## src/rtl/rgbc_pkg.sv

```systemverilog
// ----------------------------------------------------------------------------
// rgbc_pkg
// Shared types, constants and control structs of the RGBC lux / CCT block.
// ----------------------------------------------------------------------------
package rgbc_pkg;

   // serial divider sizes
   localparam int DIVIDEND_W = 36;
   localparam int DIVISOR_W  = 26;
   localparam int COUNT_W    = 6;

   // gain stepping thresholds on the raw clear count
   localparam logic [15:0] GAIN_UP_BELOW   = 16'd200;
   localparam logic [15:0] GAIN_DOWN_ABOVE = 16'd60000;
   localparam logic [1:0]  GAIN_MIN_CODE   = 2'd0;
   localparam logic [1:0]  GAIN_MAX_CODE   = 2'd3;
   localparam logic [1:0]  GAIN_RESET_CODE = 2'd1;

   localparam logic [25:0] LEVEL_MAX   = 26'd65535000;
   localparam logic [9:0]  LEVEL_SCALE = 10'd1000;

   typedef enum logic [2:0] {
      CSR_ITIME = 3'd0,
      CSR_CCT_COEF = 3'd1,
      CSR_CCT_OFFSET = 3'd2,
      CSR_RED_WEIGHT = 3'd3,
      CSR_GREEN_WEIGHT = 3'd4,
      CSR_BLUE_WEIGHT = 3'd5,
      CSR_GLASS = 3'd6
   } csr_index_type;

   typedef enum logic [1:0] {
      STAT_OK = 2'd0,
      STAT_READ_FAIL = 2'd1,
      STAT_CPL_ZERO = 2'd2
   } status_type;

   typedef enum logic [2:0] {
      JOB_CPL, JOB_RED, JOB_GREEN, JOB_BLUE, JOB_CLEAR, JOB_LUX, JOB_CCT
   } job_type;

   typedef enum logic [1:0] {
      MAC_RED, MAC_GREEN, MAC_BLUE
   } mac_type;

   typedef enum logic [3:0] {
      S_IDLE, S_CPL_START, S_CPL_WAIT, S_CHECK, S_MAC_RED, S_MAC_GREEN,
      S_MAC_BLUE, S_DIV_START, S_DIV_WAIT, S_FINISH
   } state_type;

   typedef struct packed {
      logic [15:0] raw_clear;
      logic [15:0] raw_red;
      logic [15:0] raw_green;
      logic [15:0] raw_blue;
      logic        read_ok;
   } req_type;

   typedef struct packed {
      logic [1:0]  status;
      logic [25:0] red_level;
      logic [25:0] green_level;
      logic [25:0] blue_level;
      logic [25:0] clear_level;
      logic [31:0] illuminance;
      logic [31:0] colour_temp;
      logic [1:0]  gain_code;
   } rsp_type;

   typedef struct packed {
      logic [19:0]        integration_time_us;
      logic [15:0]        cct_coefficient;
      logic signed [15:0] cct_offset;
      logic signed [15:0] red_lux_weight;
      logic signed [15:0] green_lux_weight;
      logic signed [15:0] blue_lux_weight;
      logic [15:0]        glass_device_factor;
   } cfg_type;

   // controller to datapath
   typedef struct packed {
      logic    load;
      logic    div_start;
      logic    prep;
      logic    mac_en;
      mac_type mac_sel;
      job_type job;
      logic    commit;
   } cmd_type;

   // datapath to controller
   typedef struct packed {
      logic div_done;
      logic read_ok;
      logic cpl_zero;
   } dp_stat_type;

endpackage

```

## src/rtl/rgbc_lux_cct_autogain.sv

```systemverilog
// ----------------------------------------------------------------------------
// rgbc_lux_cct_autogain
// RGBC sample post-processing: IR removal, channel levels, lux, CCT, autogain.
// ----------------------------------------------------------------------------
// Usage:
//   req_* carries one raw clear/red/green/blue sample per beat, taken when
//   req_valid is high and req_stall low. rsp_* returns one result beat per
//   sample, taken when rsp_valid is high and rsp_stall low. csr_* writes the
//   configuration registers (csr_ready is always high); write only while idle.
// Sequencing:
//   one sample at a time; a good sample reaches rsp_valid after seven runs
//   of the shared one-bit-per-cycle divider (counts-per-lux, four levels,
//   lux, colour temperature). A failed read skips all divisions, and a zero
//   counts-per-lux skips all but the first.
// Reset:
//   registers return to their defaults and the gain to 4x; no beat pending.
// Stall:
//   a finished result waits in the output register; the next sample is taken
//   and computed meanwhile, and its commit waits until the register frees.
// ----------------------------------------------------------------------------
module rgbc_lux_cct_autogain import rgbc_pkg::*; (
   input  logic        clock,
   input  logic        reset,
   input  logic        req_valid,
   output logic        req_stall,
   input  req_type     req_data,
   output logic        rsp_valid,
   input  logic        rsp_stall,
   output rsp_type     rsp_data,
   input  logic        csr_valid,
   output logic        csr_ready,
   input  logic [2:0]  csr_addr,
   input  logic [19:0] csr_wdata
);

   cfg_type     cfg_ff;
   rsp_type     rsp_data_ff;
   logic        rsp_valid_ff;
   logic        rsp_hold;
   cmd_type     cmd;
   dp_stat_type stat;
   rsp_type     result;

   assign csr_ready = 1'b1;

   // configuration registers
   always_ff @(posedge clock) begin
      if (reset) begin
         cfg_ff.integration_time_us <= 20'd2400;
         cfg_ff.cct_coefficient     <= '0;
         cfg_ff.cct_offset          <= '0;
         cfg_ff.red_lux_weight      <= '0;
         cfg_ff.green_lux_weight    <= '0;
         cfg_ff.blue_lux_weight     <= '0;
         cfg_ff.glass_device_factor <= 16'd1;
      end else if (csr_valid && csr_ready) begin
         case (csr_index_type'(csr_addr))
            CSR_ITIME:        cfg_ff.integration_time_us <= csr_wdata;
            CSR_CCT_COEF:     cfg_ff.cct_coefficient     <= csr_wdata[15:0];
            CSR_CCT_OFFSET:   cfg_ff.cct_offset          <= csr_wdata[15:0];
            CSR_RED_WEIGHT:   cfg_ff.red_lux_weight      <= csr_wdata[15:0];
            CSR_GREEN_WEIGHT: cfg_ff.green_lux_weight    <= csr_wdata[15:0];
            CSR_BLUE_WEIGHT:  cfg_ff.blue_lux_weight     <= csr_wdata[15:0];
            CSR_GLASS:        cfg_ff.glass_device_factor <= csr_wdata[15:0];
            default: ;
         endcase
      end
   end

   assign rsp_hold = rsp_valid_ff && rsp_stall;

   rgbc_ctrl u_ctrl (
      .clock     (clock),
      .reset     (reset),
      .req_valid (req_valid),
      .req_stall (req_stall),
      .rsp_hold  (rsp_hold),
      .stat      (stat),
      .cmd       (cmd)
   );

   rgbc_dp u_dp (
      .clock    (clock),
      .reset    (reset),
      .cfg      (cfg_ff),
      .req_data (req_data),
      .cmd      (cmd),
      .stat     (stat),
      .result   (result)
   );

   // output register
   always_ff @(posedge clock) begin
      if (reset) begin
         rsp_valid_ff <= 1'b0;
      end else if (cmd.commit) begin
         rsp_valid_ff <= 1'b1;
      end else if (!rsp_stall) begin
         rsp_valid_ff <= 1'b0;
      end
   end

   always_ff @(posedge clock) begin
      if (cmd.commit) rsp_data_ff <= result;
   end

   assign rsp_valid = rsp_valid_ff;
   assign rsp_data  = rsp_data_ff;

endmodule

```

## src/rtl/rgbc_div.sv

```systemverilog
// ----------------------------------------------------------------------------
// rgbc_div
// Restoring unsigned divider, one quotient bit per cycle.
// ----------------------------------------------------------------------------
module rgbc_div import rgbc_pkg::*; (
   input  logic                  clock,
   input  logic                  reset,
   input  logic                  start,
   input  logic [DIVIDEND_W-1:0] dividend,
   input  logic [DIVISOR_W-1:0]  divisor,
   output logic [DIVIDEND_W-1:0] quotient,
   output logic                  done
);

   logic [DIVISOR_W-1:0]  rem_ff;
   logic [DIVIDEND_W-1:0] quot_ff;
   logic [COUNT_W-1:0]    count_ff;
   logic                  busy_ff;
   logic                  done_ff;
   logic [DIVISOR_W:0]    shifted;
   logic [DIVISOR_W:0]    diff;
   logic                  fits;

   // trial subtract of the shifted partial remainder
   assign shifted = {rem_ff, quot_ff[DIVIDEND_W-1]};
   assign diff    = shifted - {1'b0, divisor};
   assign fits    = shifted >= {1'b0, divisor};

   // control
   always_ff @(posedge clock) begin
      if (reset) begin
         busy_ff  <= 1'b0;
         done_ff  <= 1'b0;
         count_ff <= '0;
      end else begin
         done_ff <= 1'b0;
         if (start) begin
            busy_ff  <= 1'b1;
            count_ff <= COUNT_W'(DIVIDEND_W);
         end else if (busy_ff) begin
            count_ff <= count_ff - 1'b1;
            if (count_ff == COUNT_W'(1)) begin
               busy_ff <= 1'b0;
               done_ff <= 1'b1;
            end
         end
      end
   end

   // remainder and quotient shift
   always_ff @(posedge clock) begin
      if (start) begin
         rem_ff  <= '0;
         quot_ff <= dividend;
      end else if (busy_ff) begin
         rem_ff  <= fits ? diff[DIVISOR_W-1:0] : shifted[DIVISOR_W-1:0];
         quot_ff <= {quot_ff[DIVIDEND_W-2:0], fits};
      end
   end

   assign quotient = quot_ff;
   assign done     = done_ff;

   a_no_restart: assert property (@(posedge clock) disable iff (reset)
      start |-> !busy_ff) else $error("divider restarted while busy");
   a_done_after_busy: assert property (@(posedge clock) disable iff (reset)
      done_ff |-> $past(busy_ff)) else $error("divider done without run");
   a_count_live: assert property (@(posedge clock) disable iff (reset)
      busy_ff |-> count_ff != '0) else $error("divider busy with zero count");

endmodule

```

## src/rtl/rgbc_dp.sv

```systemverilog
// ----------------------------------------------------------------------------
// rgbc_dp
// Datapath: sample and IR removal, weight MAC, shared divider, result fields.
// ----------------------------------------------------------------------------
module rgbc_dp import rgbc_pkg::*; (
   input  logic        clock,
   input  logic        reset,
   input  cfg_type     cfg,
   input  req_type     req_data,
   input  cmd_type     cmd,
   output dp_stat_type stat,
   output rsp_type     result
);

   req_type            smp_ff;
   logic [25:0]        cpl_ff;
   logic signed [17:0] red_c_ff, green_c_ff, blue_c_ff;
   logic signed [35:0] acc_ff;
   logic signed [34:0] ctn_ff;
   logic [25:0]        red_lvl_ff, green_lvl_ff, blue_lvl_ff, clear_lvl_ff;
   logic [31:0]        lux_ff, ct_ff;
   logic [1:0]         gain_ff;

   logic signed [19:0] ir_sum, ir, red_c20, green_c20, blue_c20;
   logic signed [15:0] mac_w;
   logic signed [17:0] mac_v;
   logic signed [33:0] mac_prod;
   logic signed [34:0] ctn_prod;
   logic [25:0]        it_gain;
   logic [DIVIDEND_W-1:0] dividend, quot;
   logic [DIVISOR_W-1:0]  divisor;
   logic                  div_done;
   logic [DIVISOR_W-1:0]  red_mag;
   logic [35:0]           acc_mag;
   logic [25:0]           q_level;
   logic                  ct_neg;
   logic signed [37:0]    ct_val;
   logic [1:0]            gain_next;
   status_type            status;

   // integration time times the analog gain factor
   always_comb begin
      case (gain_ff)
         2'd0:    it_gain = {6'b0, cfg.integration_time_us};
         2'd1:    it_gain = {4'b0, cfg.integration_time_us, 2'b0};
         2'd2:    it_gain = {2'b0, cfg.integration_time_us, 4'b0};
         default: it_gain = {cfg.integration_time_us, 6'b0}
                          - {4'b0, cfg.integration_time_us, 2'b0};
      endcase
   end

   // ir removal, floor of half of r+g+b-c
   assign ir_sum    = $signed({4'b0, smp_ff.raw_red}) + $signed({4'b0, smp_ff.raw_green})
                    + $signed({4'b0, smp_ff.raw_blue}) - $signed({4'b0, smp_ff.raw_clear});
   assign ir        = ir_sum >>> 1;
   assign red_c20   = $signed({4'b0, smp_ff.raw_red}) - ir;
   assign green_c20 = $signed({4'b0, smp_ff.raw_green}) - ir;
   assign blue_c20  = $signed({4'b0, smp_ff.raw_blue}) - ir;

   // one weight product per cycle
   always_comb begin
      case (cmd.mac_sel)
         MAC_RED: begin
            mac_w = cfg.red_lux_weight;
            mac_v = red_c_ff;
         end
         MAC_GREEN: begin
            mac_w = cfg.green_lux_weight;
            mac_v = green_c_ff;
         end
         default: begin
            mac_w = cfg.blue_lux_weight;
            mac_v = blue_c_ff;
         end
      endcase
   end
   assign mac_prod = mac_w * mac_v;
   assign ctn_prod = $signed({1'b0, cfg.cct_coefficient}) * blue_c_ff;

   // divider operands per job
   assign red_mag = DIVISOR_W'(red_c_ff[17] ? 18'(-red_c_ff) : 18'(red_c_ff));
   assign acc_mag = acc_ff[35] ? 36'(-acc_ff) : 36'(acc_ff);

   always_comb begin
      case (cmd.job)
         JOB_CPL: begin
            dividend = DIVIDEND_W'(it_gain);
            divisor  = DIVISOR_W'(cfg.glass_device_factor);
         end
         JOB_RED: begin
            dividend = DIVIDEND_W'(27'(red_c_ff[16:0]) * 27'(LEVEL_SCALE));
            divisor  = cpl_ff;
         end
         JOB_GREEN: begin
            dividend = DIVIDEND_W'(27'(green_c_ff[16:0]) * 27'(LEVEL_SCALE));
            divisor  = cpl_ff;
         end
         JOB_BLUE: begin
            dividend = DIVIDEND_W'(27'(blue_c_ff[16:0]) * 27'(LEVEL_SCALE));
            divisor  = cpl_ff;
         end
         JOB_CLEAR: begin
            dividend = DIVIDEND_W'(27'(smp_ff.raw_clear) * 27'(LEVEL_SCALE));
            divisor  = cpl_ff;
         end
         JOB_LUX: begin
            dividend = acc_mag;
            divisor  = cpl_ff;
         end
         default: begin
            dividend = DIVIDEND_W'(ctn_ff[34] ? 35'(-ctn_ff) : 35'(ctn_ff));
            divisor  = red_mag;
         end
      endcase
   end

   rgbc_div u_div (
      .clock    (clock),
      .reset    (reset),
      .start    (cmd.div_start),
      .dividend (dividend),
      .divisor  (divisor),
      .quotient (quot),
      .done     (div_done)
   );

   // saturated level and signed colour temperature
   assign q_level = (quot > DIVIDEND_W'(LEVEL_MAX)) ? LEVEL_MAX : quot[25:0];
   assign ct_neg  = ctn_ff[34] ^ red_c_ff[17];
   assign ct_val  = (ct_neg ? -$signed({2'b0, quot}) : $signed({2'b0, quot}))
                  + 38'(cfg.cct_offset);

   // sample and working registers
   always_ff @(posedge clock) begin
      if (cmd.load) smp_ff <= req_data;
      if (cmd.prep) begin
         red_c_ff   <= red_c20[17:0];
         green_c_ff <= green_c20[17:0];
         blue_c_ff  <= blue_c20[17:0];
      end
      if (cmd.mac_en) begin
         if (cmd.mac_sel == MAC_RED) begin
            acc_ff <= 36'(mac_prod);
            ctn_ff <= ctn_prod;
         end else begin
            acc_ff <= acc_ff + 36'(mac_prod);
         end
      end
      if (div_done) begin
         case (cmd.job)
            // a zero glass factor gives zero counts-per-lux
            JOB_CPL:   cpl_ff       <= (cfg.glass_device_factor == '0) ? '0 : quot[25:0];
            JOB_RED:   red_lvl_ff   <= red_c_ff[17] ? '0 : q_level;
            JOB_GREEN: green_lvl_ff <= green_c_ff[17] ? '0 : q_level;
            JOB_BLUE:  blue_lvl_ff  <= blue_c_ff[17] ? '0 : q_level;
            JOB_CLEAR: clear_lvl_ff <= q_level;
            JOB_LUX: begin
               if (acc_ff[35])             lux_ff <= '0;
               else if (quot[35:32] != '0) lux_ff <= '1;
               else                        lux_ff <= quot[31:0];
            end
            default: begin
               if (red_c_ff == '0 || ct_val < 0) ct_ff <= '0;
               else if (ct_val[37:32] != '0)     ct_ff <= '1;
               else                              ct_ff <= ct_val[31:0];
            end
         endcase
      end
   end

   // gain step from the raw clear count
   always_comb begin
      gain_next = gain_ff;
      if (smp_ff.raw_clear < GAIN_UP_BELOW) begin
         if (gain_ff != GAIN_MAX_CODE) gain_next = gain_ff + 1'b1;
      end else if (smp_ff.raw_clear > GAIN_DOWN_ABOVE) begin
         if (gain_ff != GAIN_MIN_CODE) gain_next = gain_ff - 1'b1;
      end
   end

   always_ff @(posedge clock) begin
      if (reset) begin
         gain_ff <= GAIN_RESET_CODE;
      end else if (cmd.commit && status == STAT_OK) begin
         gain_ff <= gain_next;
      end
   end

   // result beat
   always_comb begin
      if (!smp_ff.read_ok)   status = STAT_READ_FAIL;
      else if (cpl_ff == '0) status = STAT_CPL_ZERO;
      else                   status = STAT_OK;
      result        = '0;
      result.status = status;
      if (status == STAT_OK) begin
         result.red_level   = red_lvl_ff;
         result.green_level = green_lvl_ff;
         result.blue_level  = blue_lvl_ff;
         result.clear_level = clear_lvl_ff;
         result.illuminance = lux_ff;
         result.colour_temp = ct_ff;
         result.gain_code   = gain_next;
      end else begin
         result.gain_code   = gain_ff;
      end
   end

   assign stat.div_done = div_done;
   assign stat.read_ok  = smp_ff.read_ok;
   assign stat.cpl_zero = (cpl_ff == '0);

endmodule

```

## src/rtl/rgbc_ctrl.sv

```systemverilog
// ----------------------------------------------------------------------------
// rgbc_ctrl
// Sequencer: input handshake, division jobs and result commit.
// ----------------------------------------------------------------------------
module rgbc_ctrl import rgbc_pkg::*; (
   input  logic        clock,
   input  logic        reset,
   input  logic        req_valid,
   output logic        req_stall,
   input  logic        rsp_hold,
   input  dp_stat_type stat,
   output cmd_type     cmd
);

   state_type state_ff, state_in;
   job_type   job_ff, job_in;

   always_ff @(posedge clock) begin
      if (reset) begin
         state_ff <= S_IDLE;
         job_ff   <= JOB_CPL;
      end else begin
         state_ff <= state_in;
         job_ff   <= job_in;
      end
   end

   // next state and commands
   always_comb begin
      state_in  = state_ff;
      job_in    = job_ff;
      cmd       = '0;
      cmd.job   = job_ff;
      req_stall = 1'b1;
      case (state_ff)
         S_IDLE: begin
            req_stall = 1'b0;
            job_in    = JOB_CPL;
            if (req_valid) begin
               cmd.load = 1'b1;
               state_in = S_CPL_START;
            end
         end
         S_CPL_START: begin
            if (!stat.read_ok) begin
               state_in = S_FINISH;
            end else begin
               cmd.div_start = 1'b1;
               state_in      = S_CPL_WAIT;
            end
         end
         S_CPL_WAIT: begin
            if (stat.div_done) state_in = S_CHECK;
         end
         S_CHECK: begin
            if (stat.cpl_zero) begin
               state_in = S_FINISH;
            end else begin
               cmd.prep = 1'b1;
               state_in = S_MAC_RED;
            end
         end
         S_MAC_RED: begin
            cmd.mac_en  = 1'b1;
            cmd.mac_sel = MAC_RED;
            state_in    = S_MAC_GREEN;
         end
         S_MAC_GREEN: begin
            cmd.mac_en  = 1'b1;
            cmd.mac_sel = MAC_GREEN;
            state_in    = S_MAC_BLUE;
         end
         S_MAC_BLUE: begin
            cmd.mac_en  = 1'b1;
            cmd.mac_sel = MAC_BLUE;
            job_in      = JOB_RED;
            state_in    = S_DIV_START;
         end
         S_DIV_START: begin
            cmd.div_start = 1'b1;
            state_in      = S_DIV_WAIT;
         end
         S_DIV_WAIT: begin
            if (stat.div_done) begin
               if (job_ff == JOB_CCT) begin
                  state_in = S_FINISH;
               end else begin
                  job_in   = job_type'(job_ff + 3'd1);
                  state_in = S_DIV_START;
               end
            end
         end
         S_FINISH: begin
            if (!rsp_hold) begin
               cmd.commit = 1'b1;
               state_in   = S_IDLE;
            end
         end
         default: state_in = S_IDLE;
      endcase
   end

   a_last_job_ends: assert property (@(posedge clock) disable iff (reset)
      (state_ff == S_DIV_WAIT && stat.div_done && job_ff == JOB_CCT)
      |=> state_ff == S_FINISH) else $error("last division did not finish item");
   a_accept_starts: assert property (@(posedge clock) disable iff (reset)
      (state_ff == S_IDLE && req_valid) |=> state_ff == S_CPL_START)
      else $error("accepted beat did not start work");

endmodule
```

## config.mk

```make
export PLATFORM = sky130hd
export DESIGN_NAME = rgbc_lux_cct_autogain
export DESIGN_NICKNAME = d
export VERILOG_FILES = /design/src/rtl/rgbc_pkg.sv /design/src/rtl/rgbc_lux_cct_autogain.sv /design/src/rtl/rgbc_div.sv /design/src/rtl/rgbc_dp.sv /design/src/rtl/rgbc_ctrl.sv
export SDC_FILE = /design/constraint.sdc
export NUM_CORES = 2
export LEC_CHECK = 0
export BUFFER_PORTS_ARGS = -buffer_cell sky130_fd_sc_hd__clkbuf_2
export CAP_MARGIN = 20
export CORE_AREA = 4 4 393 395
export CTS_BUF_LIST = sky130_fd_sc_hd__clkbuf_2
export DETAILED_ROUTE_END_ITERATION = 10
export DIE_AREA = 0 0 397 399
export PLACE_DENSITY_LB_ADDON = 0.1
export REMOVE_ABC_BUFFERS = 1
export SLEW_MARGIN = 20
export SYNTH_ARGS = -nofsm -noshare
export SYNTH_HDL_FRONTEND = slang
export SYNTH_SLANG_ARGS = --single-unit
export TNS_END_PERCENT = 1
```

## constraint.sdc

```tcl
create_clock -name clock -period 15.2 [get_ports clock]
set_input_delay 1.52 -clock clock [delete_from_list [all_inputs] [get_ports clock]]
set_output_delay 1.52 -clock clock [all_outputs]
set_load 0.03 [all_outputs]
```

==> impl_metrics.toml <==
[yosys]
async_flop_share = 0
ys_types = 89
ys_warn_count = 0
synthFlopType = "edfxtp_1"
synthCells = 7775
synth_top_area_frac = 0.237
synth_area_sq_mm = 0.0749
seq_area_frac_synth = 0.280
ys_top_cells_by_area = "edfxtp_1 24%, fa_1 22%, ha_1 10%"
syn_area_per_cell_sq_um = 9.63
ys_seq_elements = 752
synth_top_area_cell = "edfxtp_1"
synth_edf_count = 592

[detailed_routing]
drt_first_iter_violations = 4658
route.vias.total = 58400
wire_per_inst_microns = 22.5
routed_wl_microns = 232000
wl_met3_microns = 16200
m1WireLength_microns = 96700
highest_layer = "met5"
wl_met2_microns = 109000
drt_pre_antenna_iters = 6
post-route-drc-count = 0
drtAntennaViolNets = 0
viasPerCell = 5.65

[timing]
hold_viol = 0
fin_setup_tns_ns = 0
setup-violations-final = 0
final_max_slew_viol_count = 0
period_share = 0.727
rsz0062_at_grt = "no"
max_slew_margin = 0.125
max_freq_ghz = 0.0905
worst_pin_slew_ns = 1.31
clock_skew_ns = 0.170
whs_ns = 0.234
final.min_clock_period_ns = 11.05

[place]
gp_congestion = 0.958
placed_cells = 9896
port_buffers = 266
dpl.hpwl_microns = 180000

[setup_path]
r2r_slack_ns = 4.15
crit_end = "u_dp.acc_ff[33]$_DFFE_PP_"
worstPathMaxFanout = 56
r2r_start = "u_ctrl.state_ff[3]$_SDFFE_PP0P_"
end_kind = "register"
cp.arrival_ns = 12.38
crit_start = "u_ctrl.state_ff[3]$_SDFFE_PP0P_"
crit_type = "reg -> reg"
crit_path_start_kind = "register"
cp_slowest_cell = "a211oi_2"
cp_data_required_time_ns = 16.53
reg2reg_depth = 36
slowest_delay_ns = 0.94
crit_top_cell = "fa_1"
r2r_end = "u_dp.acc_ff[33]$_DFFE_PP_"

[clock_network]
clk_pin_slew_ns = 0.10
post_cts_buffers = 0
ctsResizeCount = 0
cts_sinks = 752
root_buffer = "clkbuf_2"
cts_buffers = 200
clk_latency_ns = 1.63
cts_tree = "done"
clock_path_buffers = 3
h-tree-depth = 4

[global_route]
grt_pass1_wl_microns = 356000
antenna_found_initial = 11
grt-ovfl-total = 0
grt_max_degree = 174
track_usage = 0.297
grt_pass1_vias = 59200

[floorplan]
pin_count = 268
core_area_sq_mm = 0.151
die_w_microns = 397
die-area_sq_mm = 0.158
fp.dieH_microns = 399
row_count = 143
start_util = 0.495

[layout]
nets = 9686
utilization = 0.538
area_growth_pct = 8.59
final_cells = 10300
drive_gt1_frac = 0.100

[hold_path]
hp-class = "in -> reg"

[status]
outcome = "completed"

[flow_run]
cap_viol_max_count = 0
-- sequential cells by signal (all words and copies together) (netlist names), 32 cells and up --
name / count
u_dp.ctn_ff: 35
rsp_data: 172
u_dp.lux_ff: 32
u_dp.smp_ff: 64
u_dp.u_div.quotient: 36
u_dp.acc_ff: 36
cfg_ff: 116
u_dp.ct_ff: 32
-- layout by cell type (no fill, tap or decap), types with 157 or more instances in the layout --
cell type / Yosys / final
ha_1: 627 / 627
nand2_1: 830 / 829
xnor2_1: 268 / 268
o21ai_0: 295 / 293
clkbuf_2: 0 / 567
edfxtp_1: 592 / 592
fa_1: 834 / 834
a21oi_1: 478 / 474
dfxtp_1: 160 / 157
nor2_1: 643 / 633
inv_1: 958 / 958
and2_1: 358 / 358
-- worst min path at each step --
| stage | startpoint | endpoint | depth (start not counted) |
|---|---|---|---|
| floorplan | cfg_ff[32]$_SDFFE_PP0P_ | cfg_ff[32]$_SDFFE_PP0P_ | 2 |
| global placement | cfg_ff[43]$_SDFFE_PP0P_ | cfg_ff[43]$_SDFFE_PP0P_ | 2 |
| detailed placement | cfg_ff[43]$_SDFFE_PP0P_ | cfg_ff[43]$_SDFFE_PP0P_ | 2 |
| CTS | csr_wdata[16] | cfg_ff[112]$_SDFFE_PP0P_ | 3 |
| global route | req_data[0] | u_dp.stat[1]$_DFFE_PP_ | 1 |
| finish | csr_wdata[16] | cfg_ff[112]$_SDFFE_PP0P_ | 3 |
-- layer usage --
metal / GRT usage / vias to the layer above
li1: - / 27000
met1: 0.389 / 29000
met2: 0.486 / 2043
met3: 0.0507 / 436
met4: 0.128 / 2
met5: 0 / -
-- critical path, delay by kind of cell (launching register included) --
family | cells | cell delay [ns]
compound gates | 11 | 3.28
mux | 1 | 0.26
flops | 1 | 0.55
fa+ha+maj | 8 | 3.94
xor+xnor | 1 | 0.12
simple gates | 11 | 1.83
buf+inv | 4 | 0.79
-- cells by family (layout without fill, tap and decap cells) --
kind of cell    after synthesis  in the layout  share of synthesized area
buf+inv                    1257           1782                     0.0632
other cells                   1              7                  0.0000501
simple gates               2376           2376                      0.148
flops                       752            752                      0.280
mux                          53             53                    0.00895
fa+ha+maj                  1461           1461                      0.328
compound gates             1456           1456                      0.123
xor+xnor                    419            419                     0.0490
-- per-stage QoR --
step | setup slack (ns) | cell area [sq um]
finish | 4.15 | 81300
detailed placement | 4.36 | 78800
CTS | 4.34 | 81300
global placement | 4.52 | 78800
global route | 3.50 | 81300
floorplan | 3.20 | 73800
-- cell type report --
type / count / area (sq um)
diodes: 6 / 15.0
inverters: 960 / 3600
flip-flops and latches: 752 / 21000
well taps: 2030 / 2540
clock inverters: 68 / 384
multi-input cells: 5766 / 49400
repair buffers: 452 / 2900
clock buffers: 302 / 1510
fillers: 14000 / 69800
-- synth_stat cells, drive strengths merged (70+ instances only) --
master and count:
and2 358, xor2 151, a21oi 478, ha 627, edfxtp 592, inv 958
nor2 643, a21o 110, o31ai 70, nor3 110, o21ai 298, xnor2 268
dfxtp 160, fa 834, clkbuf 264, nand2 830, nand3 84
-- repair_timing --
item | in CTS | in global routing
endpoints found under the hold margin | 64 | 0
hold buffers | 64 | 0
setup endpoints to repair | 0 | 0
Power is not shown: default switching activity piles up to over one toggle a cycle in this logic, so the estimate is an artifact.
